--- src/hdl/assert_macros.svh ---
`ifndef ASSERT_MACROS_SVH
`define ASSERT_MACROS_SVH

// Checks that hold at every enabled clock edge.
`define ASSERT_ALWAYS(name, expr, msg) \
  name: assert property (@(posedge clk) disable iff (rst) (expr)) else $error(msg);

// Checks that an antecedent is followed by a consequent in the next cycle.
`define ASSERT_NEXT(name, ante, cons, msg) \
  name: assert property (@(posedge clk) disable iff (rst) (ante) |=> (cons)) else $error(msg);

`endif

--- src/hdl/pkst_pkg.sv ---
`timescale 1ns / 1ps

package pkst_pkg;

  localparam int ADDR_W  = 64;
  localparam int PORT_W  = 16;
  localparam int STAGE_W = 2;
  localparam int VER_W   = 2;
  localparam int REG_W   = 2;

  localparam logic [PORT_W-1:0] FIRST_PORT_RST  = 16'd1337;
  localparam logic [PORT_W-1:0] SECOND_PORT_RST = 16'd7331;
  localparam logic [PORT_W-1:0] THIRD_PORT_RST  = 16'd7777;

  localparam logic [REG_W-1:0] REG_FIRST_PORT  = 2'd0;
  localparam logic [REG_W-1:0] REG_SECOND_PORT = 2'd1;
  localparam logic [REG_W-1:0] REG_THIRD_PORT  = 2'd2;

  localparam logic [VER_W-1:0] VER_IPV4 = 2'd0;
  localparam logic [VER_W-1:0] VER_IPV6 = 2'd1;

  localparam logic [STAGE_W-1:0] STAGE_NONE    = 2'd0;
  localparam logic [STAGE_W-1:0] STAGE_ONE     = 2'd1;
  localparam logic [STAGE_W-1:0] STAGE_TWO     = 2'd2;
  localparam logic [STAGE_W-1:0] STAGE_GRANTED = 2'd3;

  typedef struct packed {
    logic [PORT_W-1:0] first;
    logic [PORT_W-1:0] second;
    logic [PORT_W-1:0] third;
  } knock_ports_t;

  typedef struct packed {
    logic               v6;
    logic [STAGE_W-1:0] stage;
    logic [ADDR_W-1:0]  addr_high;
    logic [ADDR_W-1:0]  addr_low;
  } mem_entry_t;

  typedef struct packed {
    logic [STAGE_W-1:0] stage;
    logic               granted;
    logic               full;
  } result_t;

endpackage

--- src/hdl/port_knock_sequence_tracker.sv ---
// channel  | handshake              | payload
// ---------+------------------------+-----------------------------------------
// in       | in_valid / in_ready    | ip_family is_tcp address_high
//          |                        | address_low knock_port syn_flag ack_flag
// out      | out_valid / out_ready  | knock_stage access_granted table_full
// cfg      | cfg_wr_en              | cfg_index cfg_wr_data
//
// A TCP event scans the table, one table read per cycle, then passes a drain
// state for the read pipeline and an update state that gives its result; the
// block returns to idle and takes no new event until that result is taken.
// Other events go from transfer straight to the update state.
// Reset clears all entry valid bits at once; no clearing pass is needed.
// The output register lets a new event in while a result waits; the update
// cycle stalls only while that register is full and not being drained.
`timescale 1ns / 1ps
`include "assert_macros.svh"

module port_knock_sequence_tracker
  import pkst_pkg::*;
#(
  parameter int TABLE_ENTRIES = 16
) (
  input  logic               clk,
  input  logic               rst,
  input  logic               cfg_wr_en,
  input  logic [REG_W-1:0]   cfg_index,
  input  logic [PORT_W-1:0]  cfg_wr_data,
  input  logic               in_valid,
  output logic               in_ready,
  input  logic [VER_W-1:0]   ip_family,
  input  logic               is_tcp,
  input  logic [ADDR_W-1:0]  address_high,
  input  logic [ADDR_W-1:0]  address_low,
  input  logic [PORT_W-1:0]  knock_port,
  input  logic               syn_flag,
  input  logic               ack_flag,
  output logic               out_valid,
  input  logic               out_ready,
  output logic [STAGE_W-1:0] knock_stage,
  output logic               access_granted,
  output logic               table_full
);

  localparam int IDX_W = (TABLE_ENTRIES > 1) ? $clog2(TABLE_ENTRIES) : 1;

  knock_ports_t ports;
  logic         res_valid;
  logic         res_ready;
  result_t      res;
  logic         full_with_stage;
  logic         grant_wo_stage3;

  pkst_ctrl #(
    .TABLE_ENTRIES (TABLE_ENTRIES),
    .IDX_W         (IDX_W)
  ) u_ctrl (
    .clk          (clk),
    .rst          (rst),
    .ports        (ports),
    .in_valid     (in_valid),
    .in_ready     (in_ready),
    .ip_family    (ip_family),
    .is_tcp       (is_tcp),
    .address_high (address_high),
    .address_low  (address_low),
    .knock_port   (knock_port),
    .syn_flag     (syn_flag),
    .ack_flag     (ack_flag),
    .res_valid    (res_valid),
    .res_ready    (res_ready),
    .res          (res)
  );

  assign res_ready = !out_valid || out_ready;

  assign full_with_stage = out_valid && table_full &&
                           (knock_stage != STAGE_NONE || access_granted);
  assign grant_wo_stage3 = out_valid && access_granted && (knock_stage != STAGE_GRANTED);

  always_ff @(posedge clk) begin
    if (rst) begin
      ports.first  <= FIRST_PORT_RST;
      ports.second <= SECOND_PORT_RST;
      ports.third  <= THIRD_PORT_RST;
    end else if (cfg_wr_en) begin
      unique case (cfg_index)
        REG_FIRST_PORT:  ports.first  <= cfg_wr_data;
        REG_SECOND_PORT: ports.second <= cfg_wr_data;
        REG_THIRD_PORT:  ports.third  <= cfg_wr_data;
        default: ;
      endcase
    end
  end

  always_ff @(posedge clk) begin
    if (rst) begin
      out_valid <= 1'b0;
    end else if (res_valid && res_ready) begin
      out_valid      <= 1'b1;
      knock_stage    <= res.stage;
      access_granted <= res.granted;
      table_full     <= res.full;
    end else if (out_ready) begin
      out_valid <= 1'b0;
    end
  end

  `ASSERT_ALWAYS(a_full_has_no_stage, !full_with_stage, "table_full with nonzero stage")
  `ASSERT_ALWAYS(a_granted_is_stage3, !grant_wo_stage3, "grant without stage three")
  `ASSERT_NEXT(a_out_hold, out_valid && !out_ready, out_valid, "result dropped while stalled")

endmodule

--- src/hdl/pkst_mem.sv ---
`timescale 1ns / 1ps

module pkst_mem #(
  parameter int DEPTH = 16,
  parameter int WIDTH = 131,
  parameter int IDX_W = 4
) (
  input  logic             clk,
  input  logic             wr_en,
  input  logic [IDX_W-1:0] wr_addr,
  input  logic [WIDTH-1:0] wr_data,
  input  logic             rd_en,
  input  logic [IDX_W-1:0] rd_addr,
  output logic [WIDTH-1:0] rd_data
);

  logic [WIDTH-1:0] mem [DEPTH];

  always_ff @(posedge clk) begin
    if (wr_en) begin
      mem[wr_addr] <= wr_data;
    end
    if (rd_en) begin
      rd_data <= mem[rd_addr];
    end
  end

endmodule

--- src/hdl/pkst_ctrl.sv ---
`timescale 1ns / 1ps
`include "assert_macros.svh"

module pkst_ctrl
  import pkst_pkg::*;
#(
  parameter int TABLE_ENTRIES = 16,
  parameter int IDX_W         = 4
) (
  input  logic               clk,
  input  logic               rst,
  input  knock_ports_t       ports,
  input  logic               in_valid,
  output logic               in_ready,
  input  logic [VER_W-1:0]   ip_family,
  input  logic               is_tcp,
  input  logic [ADDR_W-1:0]  address_high,
  input  logic [ADDR_W-1:0]  address_low,
  input  logic [PORT_W-1:0]  knock_port,
  input  logic               syn_flag,
  input  logic               ack_flag,
  output logic               res_valid,
  input  logic               res_ready,
  output result_t            res
);

  localparam int ENTRY_W = $bits(mem_entry_t);

  typedef enum logic [1:0] {S_IDLE, S_SCAN, S_DRAIN, S_UPDATE} state_t;

  state_t                 state;
  logic [IDX_W-1:0]       rd_idx;
  logic                   cmp_vld;
  logic [IDX_W-1:0]       cmp_idx;
  logic                   key_v6;
  logic [ADDR_W-1:0]      key_hi;
  logic [ADDR_W-1:0]      key_lo;
  logic [PORT_W-1:0]      key_port;
  logic                   key_syn;
  logic                   key_ack;
  logic                   ignore;
  logic                   hit_found;
  logic [IDX_W-1:0]       hit_idx;
  logic [STAGE_W-1:0]     hit_stage;
  logic                   free_found;
  logic [IDX_W-1:0]       free_idx;
  logic [TABLE_ENTRIES-1:0] valid;

  logic [ENTRY_W-1:0]     rd_raw;
  mem_entry_t             rd_ent;
  mem_entry_t             wr_ent;
  logic                   wr_req;
  logic [IDX_W-1:0]       wr_addr;
  logic [STAGE_W-1:0]     wr_stage;
  logic                   clr_hit;
  logic                   set_free;
  logic                   upd_go;
  logic                   match;
  logic                   v6_in;
  logic                   mem_wr;
  logic                   hit_on_free;

  pkst_mem #(
    .DEPTH (TABLE_ENTRIES),
    .WIDTH (ENTRY_W),
    .IDX_W (IDX_W)
  ) u_mem (
    .clk     (clk),
    .wr_en   (mem_wr),
    .wr_addr (wr_addr),
    .wr_data (wr_ent),
    .rd_en   (state == S_SCAN),
    .rd_addr (rd_idx),
    .rd_data (rd_raw)
  );

  assign rd_ent      = mem_entry_t'(rd_raw);
  assign in_ready    = (state == S_IDLE);
  assign res_valid   = (state == S_UPDATE);
  assign upd_go      = res_valid && res_ready;
  assign mem_wr      = wr_req && upd_go;
  assign hit_on_free = hit_found && free_found && (hit_idx == free_idx);
  assign v6_in       = (ip_family == VER_IPV6);
  assign match       = (rd_ent.v6 == key_v6) && (rd_ent.addr_high == key_hi) &&
                       (rd_ent.addr_low == key_lo);

  always_comb begin
    res      = '0;
    wr_req   = 1'b0;
    wr_addr  = hit_idx;
    wr_stage = hit_stage;
    clr_hit  = 1'b0;
    set_free = 1'b0;
    if (!ignore) begin
      if (hit_found) begin
        priority if (hit_stage == STAGE_GRANTED) begin
          res.stage   = STAGE_GRANTED;
          res.granted = 1'b1;
        end else if (key_syn || !key_ack) begin
          res.stage = hit_stage;
        end else if (hit_stage == STAGE_TWO && key_port == ports.third) begin
          wr_req    = 1'b1;
          wr_stage  = STAGE_GRANTED;
          res.stage = STAGE_GRANTED;
        end else if (hit_stage == STAGE_ONE && key_port == ports.second) begin
          wr_req    = 1'b1;
          wr_stage  = STAGE_TWO;
          res.stage = STAGE_TWO;
        end else begin
          clr_hit   = 1'b1;
          res.stage = STAGE_NONE;
        end
      end else if (!key_syn && key_ack && key_port == ports.first) begin
        if (free_found) begin
          wr_req    = 1'b1;
          wr_addr   = free_idx;
          wr_stage  = STAGE_ONE;
          set_free  = 1'b1;
          res.stage = STAGE_ONE;
        end else begin
          res.full = 1'b1;
        end
      end
    end
  end

  always_comb begin
    wr_ent.v6        = key_v6;
    wr_ent.stage     = wr_stage;
    wr_ent.addr_high = key_hi;
    wr_ent.addr_low  = key_lo;
  end

  always_ff @(posedge clk) begin
    if (rst) begin
      state      <= S_IDLE;
      rd_idx     <= '0;
      cmp_vld    <= 1'b0;
      hit_found  <= 1'b0;
      free_found <= 1'b0;
      ignore     <= 1'b0;
      valid      <= '0;
    end else begin
      cmp_vld <= (state == S_SCAN);
      cmp_idx <= rd_idx;
      if (cmp_vld) begin
        if (valid[cmp_idx]) begin
          if (!hit_found && match) begin
            hit_found <= 1'b1;
            hit_idx   <= cmp_idx;
            hit_stage <= rd_ent.stage;
          end
        end else if (!free_found) begin
          free_found <= 1'b1;
          free_idx   <= cmp_idx;
        end
      end
      unique case (state)
        S_IDLE: begin
          if (in_valid) begin
            key_v6     <= v6_in;
            key_hi     <= v6_in ? address_high : '0;
            key_lo     <= v6_in ? address_low : {32'b0, address_low[31:0]};
            key_port   <= knock_port;
            key_syn    <= syn_flag;
            key_ack    <= ack_flag;
            ignore     <= (ip_family != VER_IPV4 && !v6_in) || !is_tcp;
            hit_found  <= 1'b0;
            free_found <= 1'b0;
            rd_idx     <= '0;
            if ((ip_family != VER_IPV4 && !v6_in) || !is_tcp) begin
              state <= S_UPDATE;
            end else begin
              state <= S_SCAN;
            end
          end
        end
        S_SCAN: begin
          if (rd_idx == IDX_W'(TABLE_ENTRIES - 1)) begin
            state <= S_DRAIN;
          end else begin
            rd_idx <= rd_idx + 1'b1;
          end
        end
        S_DRAIN: begin
          state <= S_UPDATE;
        end
        S_UPDATE: begin
          if (res_ready) begin
            if (clr_hit) begin
              valid[hit_idx] <= 1'b0;
            end
            if (set_free) begin
              valid[free_idx] <= 1'b1;
            end
            state <= S_IDLE;
          end
        end
        default: state <= S_IDLE;
      endcase
    end
  end

  `ASSERT_ALWAYS(a_hit_free_distinct, !hit_on_free, "hit and free slot share an entry")
  `ASSERT_ALWAYS(a_no_stage_none_write, !(mem_wr && wr_stage == STAGE_NONE), "stage zero write")
  `ASSERT_NEXT(a_idle_after_transfer, upd_go, in_ready && !cmp_vld, "busy after transfer")

endmodule
--- config.mk ---
export PLATFORM = sky130hd
export DESIGN_NAME = port_knock_sequence_tracker
export DESIGN_NICKNAME = d
export VERILOG_FILES = /design/src/hdl/pkst_pkg.sv /design/src/hdl/port_knock_sequence_tracker.sv /design/src/hdl/pkst_mem.sv /design/src/hdl/pkst_ctrl.sv
export VERILOG_INCLUDE_DIRS = /design/src /design/src/hdl
export SDC_FILE = /design/constraint.sdc
export NUM_CORES = 2
export LEC_CHECK = 0
export BUFFER_PORTS_ARGS = -buffer_cell sky130_fd_sc_hd__buf_2
export CORE_UTILIZATION = 30
export CTS_BUF_LIST = sky130_fd_sc_hd__clkbuf_4 sky130_fd_sc_hd__clkbuf_8
export CTS_CLUSTER_DIAMETER = 150
export DETAILED_ROUTE_END_ITERATION = 12
export SYNTH_ARGS = -nofsm -noshare
export SYNTH_HDL_FRONTEND = slang
export SYNTH_SLANG_ARGS = --single-unit
--- constraint.sdc ---
create_clock -name clk -period 16.9 [get_ports clk]
set_clock_uncertainty 0.15 [all_clocks]
set_input_delay 3.38 -clock clk [delete_from_list [all_inputs] [get_ports clk]]
set_output_delay 3.38 -clock clk [all_outputs]
set_load 0.02 [all_outputs]
# Word level (Yosys, flattened, before mapping)
# Memories as Yosys holds them, arrays and structs flattened. A register that Yosys moved wholly into a read port is not among the register bits.
# Cells that the tools add are included.
[totals] regBits=240 ram_bits=2096 input_bits=172 out_inout_bits=6 word_cells=168 memories=1
[mem_list] name="u_ctrl.u_mem.mem" words=16 width=131 rd=1 rd_ports_with_merged_regs=1 wr=1 line="pkst_mem.sv:17" source="logic [WIDTH-1:0] mem [DEPTH];"
[classes] n_addsub=1 order_cmp=5 eq_ne=20 n_mux=69 bitwise=8 reduce_logical=39
[op_table] operator="64-bit == test" count=2
[op_table] operator="16-bit 2-to-1 mux" count=5
[op_table] operator="16-bit == test" count=3
[op_table] operator="2-bit 2-to-1 mux" count=18
[op_table] operator="1-bit 2-to-1 mux" count=35
[op_table] operator="4-bit 2-to-1 mux" count=6
[op_table] operator="16-bit bitwise AND" count=1
[op_table] operator="16-bit inverter" count=1
[op_table] operator="16-bit OR" count=1
[op_table] operator="4-bit by 5-bit < comparator with 1-bit output (second input constant)" count=3
[op_table] operator="1-bit logical AND" count=12
[op_table] operator="2-bit AND reduction" count=6
[op_table] operator="2-bit == test (second input constant)" count=5
[op_table] operator="3-bit AND reduction" count=3
[op_table] operator="1-bit demux with 4-bit select" count=2
[op_table] operator="2-bit by 1-bit == test with 1-bit output (second input constant)" count=4
[op_table] operator="4-bit by 1-bit >= comparator with 1-bit output (second input constant)" count=2
[op_table] operator="2-bit one-hot mux with 4 select lines" count=1
[op_table] operator="4-bit one-hot mux with 2 select lines" count=1
[op_table] operator="4-bit AND reduction" count=2
[op_table] operator="1-bit zero test" count=6
[op_table] operator="2-bit != test (second input constant)" count=3
[op_table] operator="2-bit nonzero test" count=3
[op_table] operator="1-bit inverter" count=5
[op_table] operator="other kinds (9)" count=12

# Longest topological paths before layout
[logic_depth] ltp_word=14 mapped_depth=8 depth_no_buf=7

# Modules after synthesis
# Synthesis repeated with hierarchy kept, for this count alone.
[hier_totals] cells_unflattened=4371 hier_area_um2=94018.9
[by_module_without_submodules] mod="pkst_mem" n_inst=1 cells_per_inst=3419 area_per_inst_um2=82648.0 seq_area_each_um2=66874.1
[by_module_without_submodules] mod="pkst_ctrl" n_inst=1 cells_per_inst=754 area_per_inst_um2=9266.4 seq_area_each_um2=5355.1
[by_module_without_submodules] mod="port_knock_sequence_tracker" n_inst=1 cells_per_inst=198 area_per_inst_um2=2104.5 seq_area_each_um2=1101.1

# Least setup slack after synthesis
# OpenSTA, ideal clock, no wires.
[synth_timing] path_type="input port to flip-flop" start="input port out_ready" end="memory u_ctrl.u_mem.mem[14][0] (enable)" setup_ps=623 t_arrival_ps=9823 required_time_ps=16127 setup_slack_ps=6304 cell_stages=6 path_buffers=1 cell_sequence="nor2b_1 -> nand2b_1 -> a2111oi_0 -> buf_2 -> a32oi_1 -> nor2_1"
[synth_via] elab_chain_cells=5
[synth_rtl] item="start: declaration" line="port_knock_sequence_tracker.sv:38" source="input logic out_ready,"
[synth_rtl] item="1-bit logical OR" line="port_knock_sequence_tracker.sv:74" source="assign res_ready = !out_valid || out_ready;"
[synth_rtl] item="1-bit logical AND" line="pkst_ctrl.sv:80" source="assign upd_go = res_valid && res_ready;"
[synth_rtl] item="1-bit logical AND" line="pkst_ctrl.sv:81" source="assign mem_wr = wr_req && upd_go;"
[synth_rtl] item="1-bit 2-to-1 mux" line="pkst_mem.sv:20" source="if (wr_en) begin"
[synth_rtl] item="1-bit 2-to-1 mux (implied by the code)" line="pkst_mem.sv:21" source="mem[wr_addr] <= wr_data;"
[synth_rtl] item="end: declaration" line="pkst_mem.sv:17"
# No other way between the ends.

# Final worst setup path
[layout_timing] start="input port out_ready" end="memory u_ctrl.u_mem.mem[0][101] (enable)"
# Same word-level chain as after synthesis.

==> results.sh <==
export IMPL_synth_compound_area_share_pct=0.843
export IMPL_critical_path_peak_fanout=46
export IMPL_numPortBuffers=177
export IMPL_worst_path_max_delay_cell="sky130_fd_sc_hd__nor2_4"
export IMPL_nets=4685
export IMPL_min_to="ports[19]"
export IMPL_synth_ff_type="sky130_fd_sc_hd__edfxtp_1"
export IMPL_cts_tree="done"
export IMPL_ys_ff_latch=2467
export IMPL_drt_initial_drc_count=4281
export IMPL_drt_wirelength_per_cell_um=25.1
export IMPL_crit_reg2reg_capture="u_ctrl.u_mem.mem[0][101]"
export IMPL_vias_per_cell=4.83
export IMPL_critical_path_startpoint_type="input port"
export IMPL_wirelength_routed_mm=224
export IMPL_timing_reg2reg_worst_path_depth=9
export IMPL_setup_reg_to_reg_worst_slack_ns=10.75
export IMPL_place_congestion=0.828
export IMPL_period_needed_ns=7.69
export IMPL_drc=0
export IMPL_num_rows=204
export IMPL_design_portCount=178
export IMPL_post_synth_net_total=4218
export IMPL_global_route_wire_length_before_repair_mm=322
export IMPL_clock_insertion_delay_worst_skew_ns=1.00
export IMPL_run_status="completed"
export IMPL_dieHeight_um=561
export IMPL_grt_setup_unrepaired="no"
export IMPL_synth_sequential_area_ratio_pct=78.3
export IMPL_holdBufCountCts=0
export IMPL_timing_final_setup_violations=0
export IMPL_fp_dieArea_mm2=0.314
export IMPL_number_of_max_cap_violations=0
export IMPL_htree_num_levels=5
export IMPL_grt_ovfl_total=0
export IMPL_synth_xor_xnor_area_share_pct=1.54
export IMPL_cts_buffer_depth=4
export IMPL_endpoint_kind="flip-flop"
export IMPL_crit_chain="buf_2 > nor2b_1 > nand2b_1 > a2111oi_2 > buf_4 > a32oi_1 > nor2_4 > buf_4 > buf_4 > buf_4"
export IMPL_timing_final_hold_violations=0
export IMPL_grt_start_max_net_pins=126
export IMPL_drt_pass1_iterations=8
export IMPL_grt_use_total_pct=14.0
export IMPL_cts_inserted_buffers=394
export IMPL_worst_setup_path_type="input port to flip-flop"
export IMPL_dp_hpwl_mm=123
export IMPL_hp_class="flip-flop to flip-flop"
export IMPL_final_period_utilization_pct=45.5
export IMPL_cpPeakStageDelay_ns=0.93
export IMPL_timing_critical_path_mode_cell="sky130_fd_sc_hd__buf_4"
export IMPL_multi_input_area_mm2=0.0194
export IMPL_final_layout_size_suffix_gt1_share_pct=32.0
export IMPL_synthAdderAreaFrac_pct=0.0668
export IMPL_synth_top_family_by_area="multiplexers"
export IMPL_hp_start="ports[19]"
export IMPL_starting_utilization_of_the_core_area_pct=30.2
export IMPL_dp_cells=8232
export IMPL_power_density_mw_per_mm2=126
export IMPL_layout_filler_cells=28500
export IMPL_post_synth_inst_count=4041
export IMPL_cts_clk_slew_worst_paths_ns=0.05
export IMPL_yosysWarnings=0
export IMPL_clock_sinks=2467
export IMPL_clock_fmax_mhz=130
export IMPL_synth_area_mm2=0.0936
export IMPL_finish_cell_count_without_fillers=8935
export IMPL_crit_required_ns=17.28
export IMPL_rr_startpoint="u_ctrl.key_port[0]"
export IMPL_number_of_synthesized_flops_with_an_enable_pin=2392
export IMPL_synthArstFlopShare_pct=0
export IMPL_timing_slew_headroom_pct=13.7
export IMPL_layout_area_seq_mm2=0.0733
export IMPL_setup_total_negative_slack_ns=0
export IMPL_first_global_vias=45300
export IMPL_power_uw=13500
export IMPL_cp_data_arrival_time_ns=8.08
export IMPL_worst_ir_drop_vdd_v=0.0000824
export IMPL_core_area_mm2=0.310
export IMPL_postCtsSetupRepairBufs=0
export IMPL_synth_simple_gate_area_share_pct=2.33
export IMPL_ctsRootBufferMaster="sky130_fd_sc_hd__clkbuf_8"
export IMPL_place_ws_ns=8.22
export IMPL_vias_post_dr=43200
export IMPL_worst_hold_path_num_cells=2
export IMPL_areaGrowthSynthToFinish_pct=14.4
export IMPL_final_ant_viol_nets=0
export IMPL_worst_slack_ns=9.21
export IMPL_die_width_um=561
export IMPL_distinct_cell_type_count_of_the_synthesized_netlist=53
export IMPL_worst_slew_pin_slew_ns=1.29
export IMPL_cts_repair_resize_count=0
export IMPL_post_synth_mux_area_share_pct=15.8
export IMPL_timing_final_max_slew_violations=0
export IMPL_grt_antenna_before_repair=26
export IMPL_power_leakage_uw=0.0322
export IMPL_mean_post_synth_cell_area_um2=23.2
## cell usage after synthesis, types with 16 or more instances
cell | number | area (um^2)
sky130_fd_sc_hd__nand3_1 | 44 | 220
sky130_fd_sc_hd__clkbuf_1 | 76 | 285
sky130_fd_sc_hd__buf_2 | 34 | 170
sky130_fd_sc_hd__nor4_1 | 17 | 106
sky130_fd_sc_hd__xor2_1 | 31 | 272
sky130_fd_sc_hd__nand4_1 | 39 | 244
sky130_fd_sc_hd__dfxtp_1 | 75 | 1500
sky130_fd_sc_hd__mux4_2 | 642 | 14500
sky130_fd_sc_hd__a21oi_1 | 51 | 255
sky130_fd_sc_hd__inv_1 | 16 | 60.1
sky130_fd_sc_hd__nor2b_1 | 28 | 175
sky130_fd_sc_hd__edfxtp_1 | 2392 | 71800
sky130_fd_sc_hd__nor2_1 | 35 | 131
sky130_fd_sc_hd__xnor2_1 | 134 | 1170
sky130_fd_sc_hd__mux2i_1 | 19 | 190
sky130_fd_sc_hd__nand2_1 | 111 | 417
sky130_fd_sc_hd__and2_1 | 101 | 632
sky130_fd_sc_hd__o211ai_1 | 16 | 120
sky130_fd_sc_hd__buf_4 | 46 | 345
sky130_fd_sc_hd__buf_1 | 24 | 90.1
## metal layers
| metal | routed length (um) | vias to the layer above | track usage, % |
|---|---|---|---|
| li1 | - | 18000 | - |
| met1 | 96000 | 23300 | 19.2 |
| met2 | 108000 | 1562 | 22.7 |
| met3 | 14400 | 366 | 2.62 |
| met4 | 5560 | 14 | 4.10 |
| met5 | 82 | - | 0 |
## cells by family (layout without fill, tap and decap cells)
| logic type | Yosys count | in the layout |
|---|---|---|
| DFF | 2467 | 2467 |
| muxes | 666 | 666 |
| and+or+nand+nor | 410 | 410 |
| buffers and inverters | 203 | 970 |
| xor gates and xnor gates | 165 | 165 |
| AOI/OAI and AO/OA | 125 | 125 |
| adders and majority gates | 5 | 5 |
| other | 0 | 7 |
## layout make-up
| cell class | count | area share, % |
|---|---|---|
| Clock buffer | 518 | 5.96 |
| Multi-Input combinational cell | 1371 | 18.1 |
| Inverter | 16 | 0.0561 |
| Sequential cell | 2467 | 68.5 |
| Timing Repair Buffer | 258 | 1.52 |
| Clock inverter | 178 | 1.03 |
| Tap cell | 4120 | 4.81 |
| Antenna cell | 7 | 0.0164 |
## worst max-delay path by stage
stage                     cells past startpoint                       end  startpoint
after CTS                                    10  u_ctrl.u_mem.mem[0][101]   out_ready
after global routing                         10  u_ctrl.u_mem.mem[0][101]   out_ready
after floorplan                               6   u_ctrl.u_mem.mem[14][0]   out_ready
after global placement                       10  u_ctrl.u_mem.mem[0][100]   out_ready
final                                        10  u_ctrl.u_mem.mem[0][101]   out_ready
after detailed placement                     10  u_ctrl.u_mem.mem[0][103]   out_ready
## sequential cells by signal, summed over array words and instances (netlist names), 2 cells and up
| name | flops |
|---|---|
| u_ctrl.rd_idx | 4 |
| u_ctrl.u_mem.rd_data | 131 |
| u_ctrl.free_idx | 4 |
| u_ctrl.cmp_idx | 4 |
| u_ctrl.key_lo | 64 |
| u_ctrl.hit_idx | 4 |
| ports | 48 |
| u_ctrl.hit_stage | 2 |
| u_ctrl.key_hi | 64 |
| knock_stage | 2 |
| u_ctrl.u_mem.mem | 2096 |
| u_ctrl.state | 2 |
| u_ctrl.valid | 16 |
| u_ctrl.key_port | 16 |
## layout by cell type (no fill, tap or decap), drive strengths merged, types with 3 or more instances in the layout
master	n
edfxtp	2392
mux4	646
clkbuf	518
buf	258
clkinv	150
xnor2	134
nand2	111
and2	101
dfxtp	75
a21oi	51
nand3	44
nand4	39
nor2	35
xor2	31
nor2b	28
inv	26
mux2i	19
nor4	18
o211ai	16
o21ai	15
a211oi	14
nand2b	13
clkinvlp	9
bufinv	9
diode	7
o31ai	6
nor3	5
ha	5
nor3b	4
a32oi	4
o22ai	3
## worst max-delay path, delay by kind of cell
kind                   cells  cell delay [ns]
buffers and inverters      5             2.50
AND/OR/NAND/NOR            3             1.29
AO/OA/AOI/OAI              2             0.73
## power by group
part,total [uW],internal (uW),leakage (uW),switching [uW]
registers,7220,6990,0.0222,231
clock network,4920,2600,0.00398,2320
logic,1360,644,0.00598,717
## per-stage QoR
stage | util, % | hold slack [ns] | area, um^2
after floorplan | - | 0.250 | 93600
after global placement | 32.2 | 0.307 | 99600
after detailed placement | 32.2 | 0.309 | 99600
after CTS | 34.6 | 0.320 | 107000
after global routing | 34.6 | 0.340 | 107000
final | 34.6 | 0.320 | 107000
Power figures use the tool's default switching activity.
